[src/layer_z_order_stack_macros.svh]
// Assertion macros shared by the stacking block.
`ifndef LAYER_Z_ORDER_STACK_MACROS_SVH
`define LAYER_Z_ORDER_STACK_MACROS_SVH

// Same-cycle implication under synchronous reset.
`define LZS_ASSERT_NOW(label, clk_s, rst_s, ante, cons, msg) \
  label: assert property (@(posedge clk_s) disable iff (rst_s) (ante) |-> (cons)) \
    else $error(msg);

// Next-cycle implication under synchronous reset.
`define LZS_ASSERT_NEXT(label, clk_s, rst_s, ante, cons, msg) \
  label: assert property (@(posedge clk_s) disable iff (rst_s) (ante) |=> (cons)) \
    else $error(msg);

`endif

[src/lzs_pkg.sv]
// Shared constants, action codes and cell command type for the layer stack.
`timescale 1ns / 1ps
`default_nettype none
package lzs_pkg;

  localparam int MAX_LAYERS = 32;
  localparam int IDX_W      = $clog2(MAX_LAYERS);
  localparam int DEP_W      = IDX_W + 1;
  localparam int CW         = (IDX_W + 3 > 8) ? IDX_W + 3 : 8;
  localparam int CNT_W      = $clog2(MAX_LAYERS + 1);
  localparam int SLOT_W     = 5;
  localparam int ADDR_N     = (MAX_LAYERS < 32) ? MAX_LAYERS : 32;

  typedef enum logic [2:0] {
    ACT_ALLOC = 3'd0,
    ACT_FREE  = 3'd1,
    ACT_SET   = 3'd2,
    ACT_FIND  = 3'd3,
    ACT_ABOVE = 3'd4,
    ACT_BELOW = 3'd5,
    ACT_TOP   = 3'd6,
    ACT_NONE  = 3'd7
  } lzs_act_t;

  typedef struct packed {
    logic                    shift_en;
    logic                    from_below;
    logic signed [CW-1:0]    slo;
    logic signed [CW-1:0]    shi;
    logic                    ins;
    logic signed [CW-1:0]    ins_pos;
    logic [SLOT_W-1:0]       ins_layer;
    logic                    adj_en;
    logic                    adj_up;
    logic signed [CW-1:0]    llo;
    logic signed [CW-1:0]    lhi;
    logic [IDX_W-1:0]        tgt;
    logic                    dep_wr;
    logic signed [DEP_W-1:0] tgt_depth;
    logic                    use_set;
    logic                    use_clr;
  } lzs_cmd_t;

endpackage
`default_nettype wire

[src/lzs_slot_cell.sv]
// One depth position of the stack: holds the layer at that depth and shifts with neighbors.
`timescale 1ns / 1ps
`default_nettype none
module lzs_slot_cell (
  input  wire                           clk,
  input  wire [lzs_pkg::IDX_W-1:0]      idx,
  input  wire                           en,
  input  lzs_pkg::lzs_cmd_t             cmd,
  input  wire [lzs_pkg::SLOT_W-1:0]     prev,
  input  wire [lzs_pkg::SLOT_W-1:0]     next,
  output logic [lzs_pkg::SLOT_W-1:0]    slot
);
  import lzs_pkg::*;

  logic signed [CW-1:0] pos;

  assign pos = CW'($signed({1'b0, idx}));

  always_ff @(posedge clk) begin
    if (en) begin
      if (cmd.ins && pos == cmd.ins_pos) begin
        slot <= cmd.ins_layer;
      end else if (cmd.shift_en && pos >= cmd.slo && pos <= cmd.shi) begin
        slot <= cmd.from_below ? prev : next;
      end
    end
  end

endmodule
`default_nettype wire

[src/lzs_layer_cell.sv]
// One layer of the pool: holds its depth and allocation flag.
`timescale 1ns / 1ps
`default_nettype none
module lzs_layer_cell (
  input  wire                                  clk,
  input  wire                                  rst,
  input  wire [lzs_pkg::IDX_W-1:0]             idx,
  input  wire                                  en,
  input  lzs_pkg::lzs_cmd_t                    cmd,
  output logic signed [lzs_pkg::DEP_W-1:0]     depth,
  output logic                                 in_use
);
  import lzs_pkg::*;

  logic signed [CW-1:0] dw;
  logic                 hit;
  logic                 in_rng;

  assign dw     = CW'(depth);
  assign hit    = (idx == cmd.tgt);
  assign in_rng = cmd.adj_en && dw >= cmd.llo && dw <= cmd.lhi;

  always_ff @(posedge clk) begin
    if (rst) begin
      depth  <= -DEP_W'(1);
      in_use <= 1'b0;
    end else if (en) begin
      if (hit && (cmd.dep_wr || cmd.use_set || cmd.use_clr)) begin
        if (cmd.dep_wr) begin
          depth <= cmd.tgt_depth;
        end
        if (cmd.use_set) begin
          in_use <= 1'b1;
        end
        if (cmd.use_clr) begin
          in_use <= 1'b0;
        end
      end else if (in_rng) begin
        depth <= cmd.adj_up ? depth + DEP_W'(1) : depth - DEP_W'(1);
      end
    end
  end

endmodule
`default_nettype wire

[src/layer_z_order_stack.sv]
// Layer stacking order: decode and clamp, then apply the move across the cell rows.
// Decode registers an accepted transaction; EXEC applies it to the cells and the output register.
// A new transaction is taken only in IDLE, once the previous one has been applied.
// A stalled result holds; the next transaction is taken meanwhile and waits in apply.
// Reset: all layers free and hidden, visible count zero; stack contents stay undefined
// until written, so there is no clearing pass.
`timescale 1ns / 1ps
`default_nettype none
`include "layer_z_order_stack_macros.svh"
module layer_z_order_stack (
  input  wire               clk,
  input  wire               rst,
  input  wire               in_valid,
  output logic              in_stall,
  input  wire [2:0]         action,
  input  wire [4:0]         layer,
  input  wire signed [6:0]  depth,
  input  wire signed [5:0]  offset,
  output logic              out_valid,
  input  wire               out_stall,
  output logic [4:0]        result_layer,
  output logic              found,
  output logic signed [5:0] new_depth,
  output logic [5:0]        visible_count,
  output logic              redraw,
  output logic [5:0]        map_from_depth,
  output logic [4:0]        draw_low,
  output logic signed [5:0] draw_high
);
  import lzs_pkg::*;

  typedef enum logic {IDLE, EXEC} state_t;

  typedef struct packed {
    logic [SLOT_W-1:0]    res;
    logic                 found;
    logic signed [CW-1:0] nd;
    logic                 redraw;
    logic signed [CW-1:0] map_from;
    logic signed [CW-1:0] low;
    logic signed [CW-1:0] high;
    logic [CNT_W-1:0]     cnt;
  } res_t;

  state_t            state;
  lzs_cmd_t          cmd;
  lzs_cmd_t          cmd_next;
  res_t              rsl;
  res_t              rsl_next;
  logic [CNT_W-1:0]  count;
  logic              apply;

  logic [SLOT_W-1:0]       slot_q  [MAX_LAYERS];
  logic signed [DEP_W-1:0] depth_q [MAX_LAYERS];
  logic                    use_q   [MAX_LAYERS];

  logic                 lay_ok;
  logic [IDX_W-1:0]     lay_idx;
  logic                 lay_use;
  logic signed [CW-1:0] top;
  logic signed [CW-1:0] old;
  logic signed [CW-1:0] req;
  logic signed [CW-1:0] z;
  logic signed [CW-1:0] zf;
  logic                 find_ok;
  logic                 free_ok;
  logic [IDX_W-1:0]     free_idx;
  logic                 move;
  logic                 show;
  logic                 hide;

  assign in_stall = (state != IDLE);
  assign apply    = (state == EXEC) && (!out_valid || !out_stall);

  genvar h;
  for (h = 0; h < MAX_LAYERS; h++) begin : g_cell
    logic [SLOT_W-1:0] prev_v;
    logic [SLOT_W-1:0] next_v;
    if (h == 0) begin : g_lo
      assign prev_v = '0;
    end else begin : g_lo
      assign prev_v = slot_q[h-1];
    end
    if (h == MAX_LAYERS - 1) begin : g_hi
      assign next_v = '0;
    end else begin : g_hi
      assign next_v = slot_q[h+1];
    end
    lzs_slot_cell u_slot (
      .clk  (clk),
      .idx  (IDX_W'(h)),
      .en   (apply),
      .cmd  (cmd),
      .prev (prev_v),
      .next (next_v),
      .slot (slot_q[h])
    );
    lzs_layer_cell u_layer (
      .clk    (clk),
      .rst    (rst),
      .idx    (IDX_W'(h)),
      .en     (apply),
      .cmd    (cmd),
      .depth  (depth_q[h]),
      .in_use (use_q[h])
    );
  end

  always_comb begin
    free_ok  = 1'b0;
    free_idx = '0;
    for (int i = ADDR_N - 1; i >= 0; i--) begin
      if (!use_q[i]) begin
        free_ok  = 1'b1;
        free_idx = IDX_W'(i);
      end
    end
  end

  always_comb begin
    cmd_next = '0;
    move     = 1'b0;
    show     = 1'b0;
    hide     = 1'b0;
    lay_ok   = int'(layer) < MAX_LAYERS;
    lay_idx  = IDX_W'(layer);
    lay_use  = lay_ok && use_q[lay_idx];
    top      = CW'($signed({1'b0, count})) - CW'(1);
    old      = lay_ok ? CW'(depth_q[lay_idx]) : -CW'(1);

    unique case (action) inside
      ACT_SET:   req = CW'(depth);
      ACT_ABOVE: req = top + CW'(1);
      ACT_BELOW: req = top - CW'(1);
      ACT_TOP:   req = top;
      default:   req = -CW'(1);
    endcase

    if (old >= 0) begin
      z = (req > top) ? top : req;
    end else begin
      z = (req > top + CW'(1)) ? top + CW'(1) : req;
      if (z > CW'(MAX_LAYERS - 1)) begin
        z = CW'(MAX_LAYERS - 1);
      end
    end
    if (z < -CW'(1)) begin
      z = -CW'(1);
    end

    zf      = (offset >= 0) ? CW'(offset) : top + CW'(offset) + CW'(1);
    find_ok = (zf >= 0) && (zf <= top);

    rsl_next          = '0;
    rsl_next.res      = layer;
    rsl_next.nd       = old;
    rsl_next.high     = -CW'(1);

    unique case (action) inside
      ACT_ALLOC: begin
        if (free_ok) begin
          rsl_next.res     = SLOT_W'(free_idx);
          rsl_next.found   = 1'b1;
          rsl_next.nd      = -CW'(1);
          cmd_next.tgt     = free_idx;
          cmd_next.use_set = 1'b1;
        end
      end
      ACT_FIND: begin
        if (find_ok) begin
          rsl_next.res   = slot_q[IDX_W'(zf)];
          rsl_next.found = 1'b1;
          rsl_next.nd    = zf;
        end
      end
      ACT_FREE: begin
        if (lay_use) begin
          cmd_next.tgt     = lay_idx;
          cmd_next.use_clr = 1'b1;
          move             = (old >= 0);
        end
      end
      ACT_SET, ACT_ABOVE, ACT_BELOW, ACT_TOP: begin
        move = lay_use;
      end
      default: ;
    endcase

    if (move) begin
      rsl_next.nd = z;
      if (old != z) begin
        rsl_next.redraw    = 1'b1;
        cmd_next.tgt       = lay_idx;
        cmd_next.dep_wr    = 1'b1;
        cmd_next.tgt_depth = DEP_W'(z);
        cmd_next.shift_en  = 1'b1;
        cmd_next.adj_en    = 1'b1;
        cmd_next.ins_layer = layer;
        cmd_next.ins_pos   = z;
        if (old > z) begin
          if (z >= 0) begin
            cmd_next.from_below = 1'b1;
            cmd_next.slo        = z + CW'(1);
            cmd_next.shi        = old;
            cmd_next.ins        = 1'b1;
            cmd_next.adj_up     = 1'b1;
            cmd_next.llo        = z;
            cmd_next.lhi        = old - CW'(1);
            rsl_next.map_from   = z + CW'(1);
            rsl_next.low        = z + CW'(1);
            rsl_next.high       = old;
          end else begin
            hide                = 1'b1;
            cmd_next.slo        = old;
            cmd_next.shi        = top - CW'(1);
            cmd_next.llo        = old + CW'(1);
            cmd_next.lhi        = top;
            rsl_next.high       = old - CW'(1);
          end
        end else begin
          cmd_next.ins      = 1'b1;
          rsl_next.map_from = z;
          rsl_next.low      = z;
          rsl_next.high     = z;
          if (old >= 0) begin
            cmd_next.slo = old;
            cmd_next.shi = z - CW'(1);
            cmd_next.llo = old + CW'(1);
            cmd_next.lhi = z;
          end else begin
            show                = 1'b1;
            cmd_next.from_below = 1'b1;
            cmd_next.slo        = z + CW'(1);
            cmd_next.shi        = top + CW'(1);
            cmd_next.adj_up     = 1'b1;
            cmd_next.llo        = z;
            cmd_next.lhi        = top;
          end
        end
      end
    end

    rsl_next.cnt = count + CNT_W'(show) - CNT_W'(hide);
  end

  always_ff @(posedge clk) begin
    if (rst) begin
      state     <= IDLE;
      out_valid <= 1'b0;
      count     <= '0;
    end else begin
      if (out_valid && !out_stall && !apply) begin
        out_valid <= 1'b0;
      end
      unique case (state)
        IDLE: begin
          if (in_valid) begin
            state <= EXEC;
            cmd   <= cmd_next;
            rsl   <= rsl_next;
          end
        end
        EXEC: begin
          if (apply) begin
            state          <= IDLE;
            out_valid      <= 1'b1;
            count          <= rsl.cnt;
            result_layer   <= rsl.res;
            found          <= rsl.found;
            new_depth      <= 6'(rsl.nd);
            visible_count  <= 6'(rsl.cnt);
            redraw         <= rsl.redraw;
            map_from_depth <= 6'(rsl.map_from);
            draw_low       <= 5'(rsl.low);
            draw_high      <= 6'(rsl.high);
          end
        end
        default: state <= IDLE;
      endcase
    end
  end

  `LZS_ASSERT_NEXT(a_accept_holds_off, clk, rst, in_valid && !in_stall, in_stall, "second transaction taken while one is in flight")
  `LZS_ASSERT_NEXT(a_apply_shows_result, clk, rst, apply, out_valid && !in_stall, "applied transaction left no result")
  `LZS_ASSERT_NEXT(a_count_only_on_apply, clk, rst, !apply, $stable(count), "visible count changed outside apply")
  `LZS_ASSERT_NOW(a_count_bound, clk, rst, 1'b1, count <= CNT_W'(MAX_LAYERS), "visible count beyond the pool")

endmodule
`default_nettype wire
[config.mk]
export PLATFORM = sky130hd
export DESIGN_NAME = layer_z_order_stack
export DESIGN_NICKNAME = d
export VERILOG_FILES = /design/src/lzs_pkg.sv /design/src/lzs_slot_cell.sv /design/src/lzs_layer_cell.sv /design/src/layer_z_order_stack.sv
export VERILOG_INCLUDE_DIRS = /design/src /design/src/src
export SDC_FILE = /design/constraint.sdc
export NUM_CORES = 2
export LEC_CHECK = 0
export BUFFER_PORTS_ARGS = -buffer_cell sky130_fd_sc_hd__buf_2
export CAP_MARGIN = 20
export CORE_MARGIN = 3
export CORE_UTILIZATION = 55
export DETAILED_ROUTE_END_ITERATION = 12
export PLACE_DENSITY = 0.71
export SETUP_SLACK_MARGIN = 0.15
export SYNTH_ARGS = -nofsm -noshare
export SYNTH_HDL_FRONTEND = slang
export SYNTH_SLANG_ARGS = --single-unit
[constraint.sdc]
create_clock -name clk -period 23.3 [get_ports clk]
set_input_delay 1.165 -clock clk [delete_from_list [all_inputs] [get_ports clk]]
set_output_delay 1.165 -clock clk [all_outputs]
set_load 0.03 [all_outputs]
Yosys cells after proc, flatten, opt, wreduce, memory -nomap -nowiden:

Cells that the tools add are included.

* input port bits: 25
* register bits: 528
* output and inout port bits: 38
* logic and storage cells: 1135

* equal/unequal tests: 101
* multiplexer cells: 313
* reduce and logical (&&, ||, !) cells: 371
* bitwise operators: 4
* $add $sub $neg: 75
* magnitude comparators: 140

Operators with widths (count)
* 2-to-1 mux 5 bit: 132
* 2-to-1 mux 6 bit: 99
* >= comparator 6 x 8 -> 1 bit: 32
* less-or-equal comparator 6 x 8 -> 1 bit: 32
* AND reduction 3 bit: 66
* logical AND 1 bit: 196
* adder 6 x 2 -> 6 bit, second input constant: 32
* subtractor 6 x 2 -> 6 bit, second input constant: 32
* nonzero test 2 bit: 65
* equality test 6 x 8 -> 1 bit, first input constant: 16
* >= comparator 6 x 8 -> 1 bit, first input constant: 16
* less-or-equal comparator 6 x 8 -> 1 bit, first input constant: 16
* equality test 5 bit, first input constant: 16
* 2-to-1 mux 16 bit: 5
* AND reduction 2 bit: 34
* equality test 5 x 8 -> 1 bit, first input constant: 8
* >= comparator 5 x 8 -> 1 bit, first input constant: 8
* less-or-equal comparator 5 x 8 -> 1 bit, first input constant: 8
* != test 2 bit, second input constant: 32
* 2-to-1 mux 62 bit: 1
* 2-to-1 mux 8 bit: 7
* 2-to-1 mux 1 bit: 53
* equality test 4 x 5 -> 1 bit, first input constant: 8
* equality test 4 x 8 -> 1 bit, first input constant: 4
* other kinds (60): 86

Logic depth before layout (Yosys ltp):

* depth in word-level cells: 36
* gate-level depth with buffers: 50
* mapped depth without buffers: 46

Modules after synthesis:

From an unflattened synthesis, not the netlist that was laid out.

* cells, all modules: 6892
* area total of the unflattened synthesis: 63825.0 um2

Modules (own cells, without submodules)
* lzs_layer_cell (g_cell[0].u_layer ...): cells each 123, times used 24, area each 1026.0 um2, seq. area each 140.1 um2
* layer_z_order_stack: cells each 1090, times used 1, area each 11479.8 um2, seq. area each 3643.5 um2
* lzs_slot_cell (g_cell[22].u_slot ...): cells each 59, times used 18, area each 619.3 um2, seq. area each 150.1 um2
* lzs_slot_cell (g_cell[0].u_slot ...): cells each 58, times used 14, area each 611.8 um2, seq. area each 150.1 um2
* lzs_layer_cell (g_cell[17].u_layer ...): cells each 122, times used 8, area each 1001.0 um2, seq. area each 140.1 um2

Least setup slack after synthesis:

OpenSTA, ideal clock, no wires.

* path type: flip-flop to flip-flop
* start point: register count[0]
* end point: register rsl[4] (netlist bit) (data pin)
* buffers on the path: 6
* data required time: 23.038 ns
* data arrival time: 9.265 ns
* setup slack: 13.773 ns
* clock period less this slack: 9.527 ns
* library setup time: 0.262 ns
* cell stages (with the launch flop): 48
* path through: dfxtp_1 > buf_2 > inv_1 > ha_1 > clkbuf_1 > nor3_1 > and2_1 > clkbuf_1 > a21o_1 > o211a_1 > inv_1 > ha_1 > or3b_1 > or4_1 > o22ai_1 > or2_2 > buf_2 > o211ai_2 > [12 not listed] > nand2_1 > or3_1 > a211oi_1 > o221ai_2 > o211ai_2 > o22ai_2 > or2_4 > buf_4 > buf_6 > nand2_1 > ha_1 > inv_1 > ha_1 > inv_1 > fa_1 > o21bai_1 > a21oi_1 > xor2_1

RTL lines
* start, declared: RTL line layer_z_order_stack.sv:50 `logic [CNT_W-1:0] count;`
* start signal, assigned: RTL line layer_z_order_stack.sv:267 `count <= rsl.cnt;`
* end signal, assigned: RTL line layer_z_order_stack.sv:260 `rsl <= rsl_next;`
* end, declared: RTL line layer_z_order_stack.sv:48 `res_t rsl;`

==> results.json <==
{
  "relSlewSlack_pct": 23.6,
  "cts_tree": "done",
  "pwr_density_cell_nw_per_um2": 60.0,
  "cp_slowest_cell": "ha_1",
  "slowest_delay_ns": 0.84,
  "path_clk_slew_ns": 0.06,
  "grt_max_degree": 114,
  "start_kind": "register",
  "routed_wl_um": 153000,
  "grt_pass1_vias": 38917,
  "cts_buffers": 59,
  "status": "finished, final reports clean",
  "synth_commonest_cells": "ha_1, a21oi_1, nand2_1, nor2_1, o21ai_0",
  "worst_ep_arrival_time_ns": 12.13,
  "root_buffer": "clkbuf_16",
  "io_buffers": 62,
  "ys_ff_latch": 508,
  "die_h_um": 298,
  "nets": 5899,
  "leakage_nw": 20.5,
  "place_hpwl_um": 102000,
  "cts_sinks": 508,
  "crit_path_end_kind": "register",
  "yosysMostFrequentCell": "ha_1",
  "yosys_warnings": 0,
  "postLayoutCoreUtil_pct": 59.9,
  "synth-seq-area-share_pct": 27.5,
  "finalWorstSetupSlack_ns": 11.57,
  "stdcell_count": 6335,
  "synth_edf_count": 276,
  "post_drt_wl_per_cell_um": 24.1,
  "antenna_found_initial": 3,
  "holdWs_ns": 0.419,
  "ys.flop_type": "edfxtp_1",
  "synthTopCellsByArea": "ha_1, edfxtp_1, dfxtp_1",
  "initial_core_util_pct": 55.9,
  "crit_fanout": 28,
  "dp_slack_ns": 11.83,
  "place_congestion": 0.973,
  "cts_buffer_depth": 3,
  "syn_nets": 5942,
  "setup_viol_count_final": 0,
  "grt_overflow_total": 0,
  "rsz0062_at_grt": "no",
  "worst_clock_skew_ns": 0.0267,
  "grt_pass1_wl_um": 233000,
  "antenna_left": 0,
  "fin_crit_ns": 11.73,
  "post_route_cells_drive_above_1_share_pct": 9.08,
  "htree_levels": 2,
  "tns_ns": 0,
  "io_pins": 63,
  "yosys.area.top_type": "ha_1",
  "yosys.area.top_type_share_pct": 18.4,
  "min_path_type": "reg2reg",
  "drv_slew": 0,
  "cp.required_ns": 23.70,
  "avgSynthCellArea_um2": 9.05,
  "netlist_area_um2": 47000,
  "post_cts_buffers": 0,
  "drc": 0,
  "num_vias": 41460,
  "dp.cells": 6196,
  "synth.distinct_cells": 108,
  "tightest_slew_ns": 1.14,
  "timing.final.hold_violations": 0,
  "place_area_um2": 48200,
  "die-area_um2": 89000,
  "drv_cap": 0,
  "period_share_pct": 50.3,
  "fin_area_um2": 50400,
  "die_x_um": 298,
  "vdd_drop_max_uv": 87.9,
  "drt_iter0_drc": 4823,
  "netlist_instances": 5192,
  "rows": 106,
  "grt_util_all_layers_pct": 33.4,
  "cts_resized": 0,
  "area_growth_pct": 7.29,
  "max_freq_mhz": 85.2,
  "crit_top_cell": "nand2_1",
  "postCtsHoldBufs": 0,
  "routed_via_density": 6.54,
  "coreArea_um2": 84100,
  "power.total_mw": 3.02,
  "drt_first_pass_iters": 6,
  "crit_type": "reg2reg",
  "async_flop_share_pct": 0,
  "worstSkewPairLatency_ns": 0.65
}
[kinds of logic after synthesis]
| kind of cell | count (synthesis) | share of synthesized area (%) |
|---|---|---|
| simple gates | 1454 | 14.5 |
| flops | 508 | 27.5 |
| fa+ha+maj | 726 | 19.9 |
| xor+xnor | 156 | 2.94 |
| mux | 315 | 9.52 |
| buf+inv | 418 | 3.60 |
| compound gates | 1615 | 22.0 |
[report_power, final]
| group | internal, mW | leakage, nW | switching, mW |
|---|---|---|---|
| registers | 0.964 | 4.38 | 0.0308 |
| logic | 0.361 | 15.1 | 0.685 |
| clock network | 0.574 | 0.986 | 0.409 |
| total | 1.90 | 20.5 | 1.12 |
[layout by cell type, fill, tap and decap left out, types with 11 or more instances in the layout]
cell       count
a211oi_1      32
a21o_1       198
a21oi_1      456
a221oi_1      13
a311oi_1      55
a31oi_1       31
and2_1        30
buf_2         75
buf_4         82
clkbuf_16     59
dfxtp_1      232
edfxtp_1     276
fa_1          34
ha_1         691
inv_1        121
inv_2         19
mux2i_1      198
mux4_2       102
nand2_1      454
nand2b_1     139
nand3_1       79
nand4_1       52
nor2_1       430
nor2b_1      121
nor3_1        75
o211ai_1     103
o21a_1        69
o21ai_0      391
o21ba_2       11
o21bai_1      29
o221ai_1      21
o22ai_1       54
o311ai_0      44
o31ai_1       11
or3_1         12
xnor2_1      100
xor2_1        54
[area by class of cell]
type | instances | area, µm²
timing repair buffer | 167 | 1060
clock inverter | 29 | 365
inverter | 147 | 566
antenna | 5 | 12.5
multi-input combinational | 4266 | 32400
tap | 1134 | 1420
sequential | 508 | 12900
fill | 7295 | 33700
clock buffer | 79 | 1650
[flip-flops by register name, indices dropped and copies added (netlist names)]
register               count
cmd                       55
count                      6
draw_high                  6
found                      1
g_cell.u_layer.depth     192
g_cell.u_layer.in_use     32
g_cell.u_slot.slot       160
in_stall                   1
map_from_depth             6
new_depth                  6
out_valid                  1
redraw                     1
result_layer               5
rsl                       30
visible_count              6
[critical path: cells and delay by family, from the launching register on]
family / cells / cell delay [ns]
mux: 2 / 0.71
simple gates: 19 / 4.75
compound gates: 8 / 1.68
buf+inv: 6 / 1.10
flops: 1 / 0.31
xor+xnor: 1 / 0.14
fa+ha+maj: 7 / 2.76
[path summary, 6_finish.rpt]
| check | startpoint | slack (ns) | depth (start not counted) | endpoint |
|---|---|---|---|---|
| max reg2reg | count[0] | 11.57 | 43 | rsl[4] |
| min reg2reg | rsl[35] | 0.42 | 0 | new_depth[4] |
| max | count[0] | 11.57 | 43 | rsl[4] |
| min | rsl[35] | 0.42 | 0 | new_depth[4] |
[routing by layer]
metal | vias up | global-route usage [%] | routed length (µm)
met1 | 19694 | 44.8 | 62000
met4 | 0 | 14.3 | 7540
li1 | 19361 | - | -
met3 | 403 | 5.35 | 14400
met5 | - | 0 | 0
met2 | 2002 | 53.5 | 68800
(Power assumes the default switching activity.)
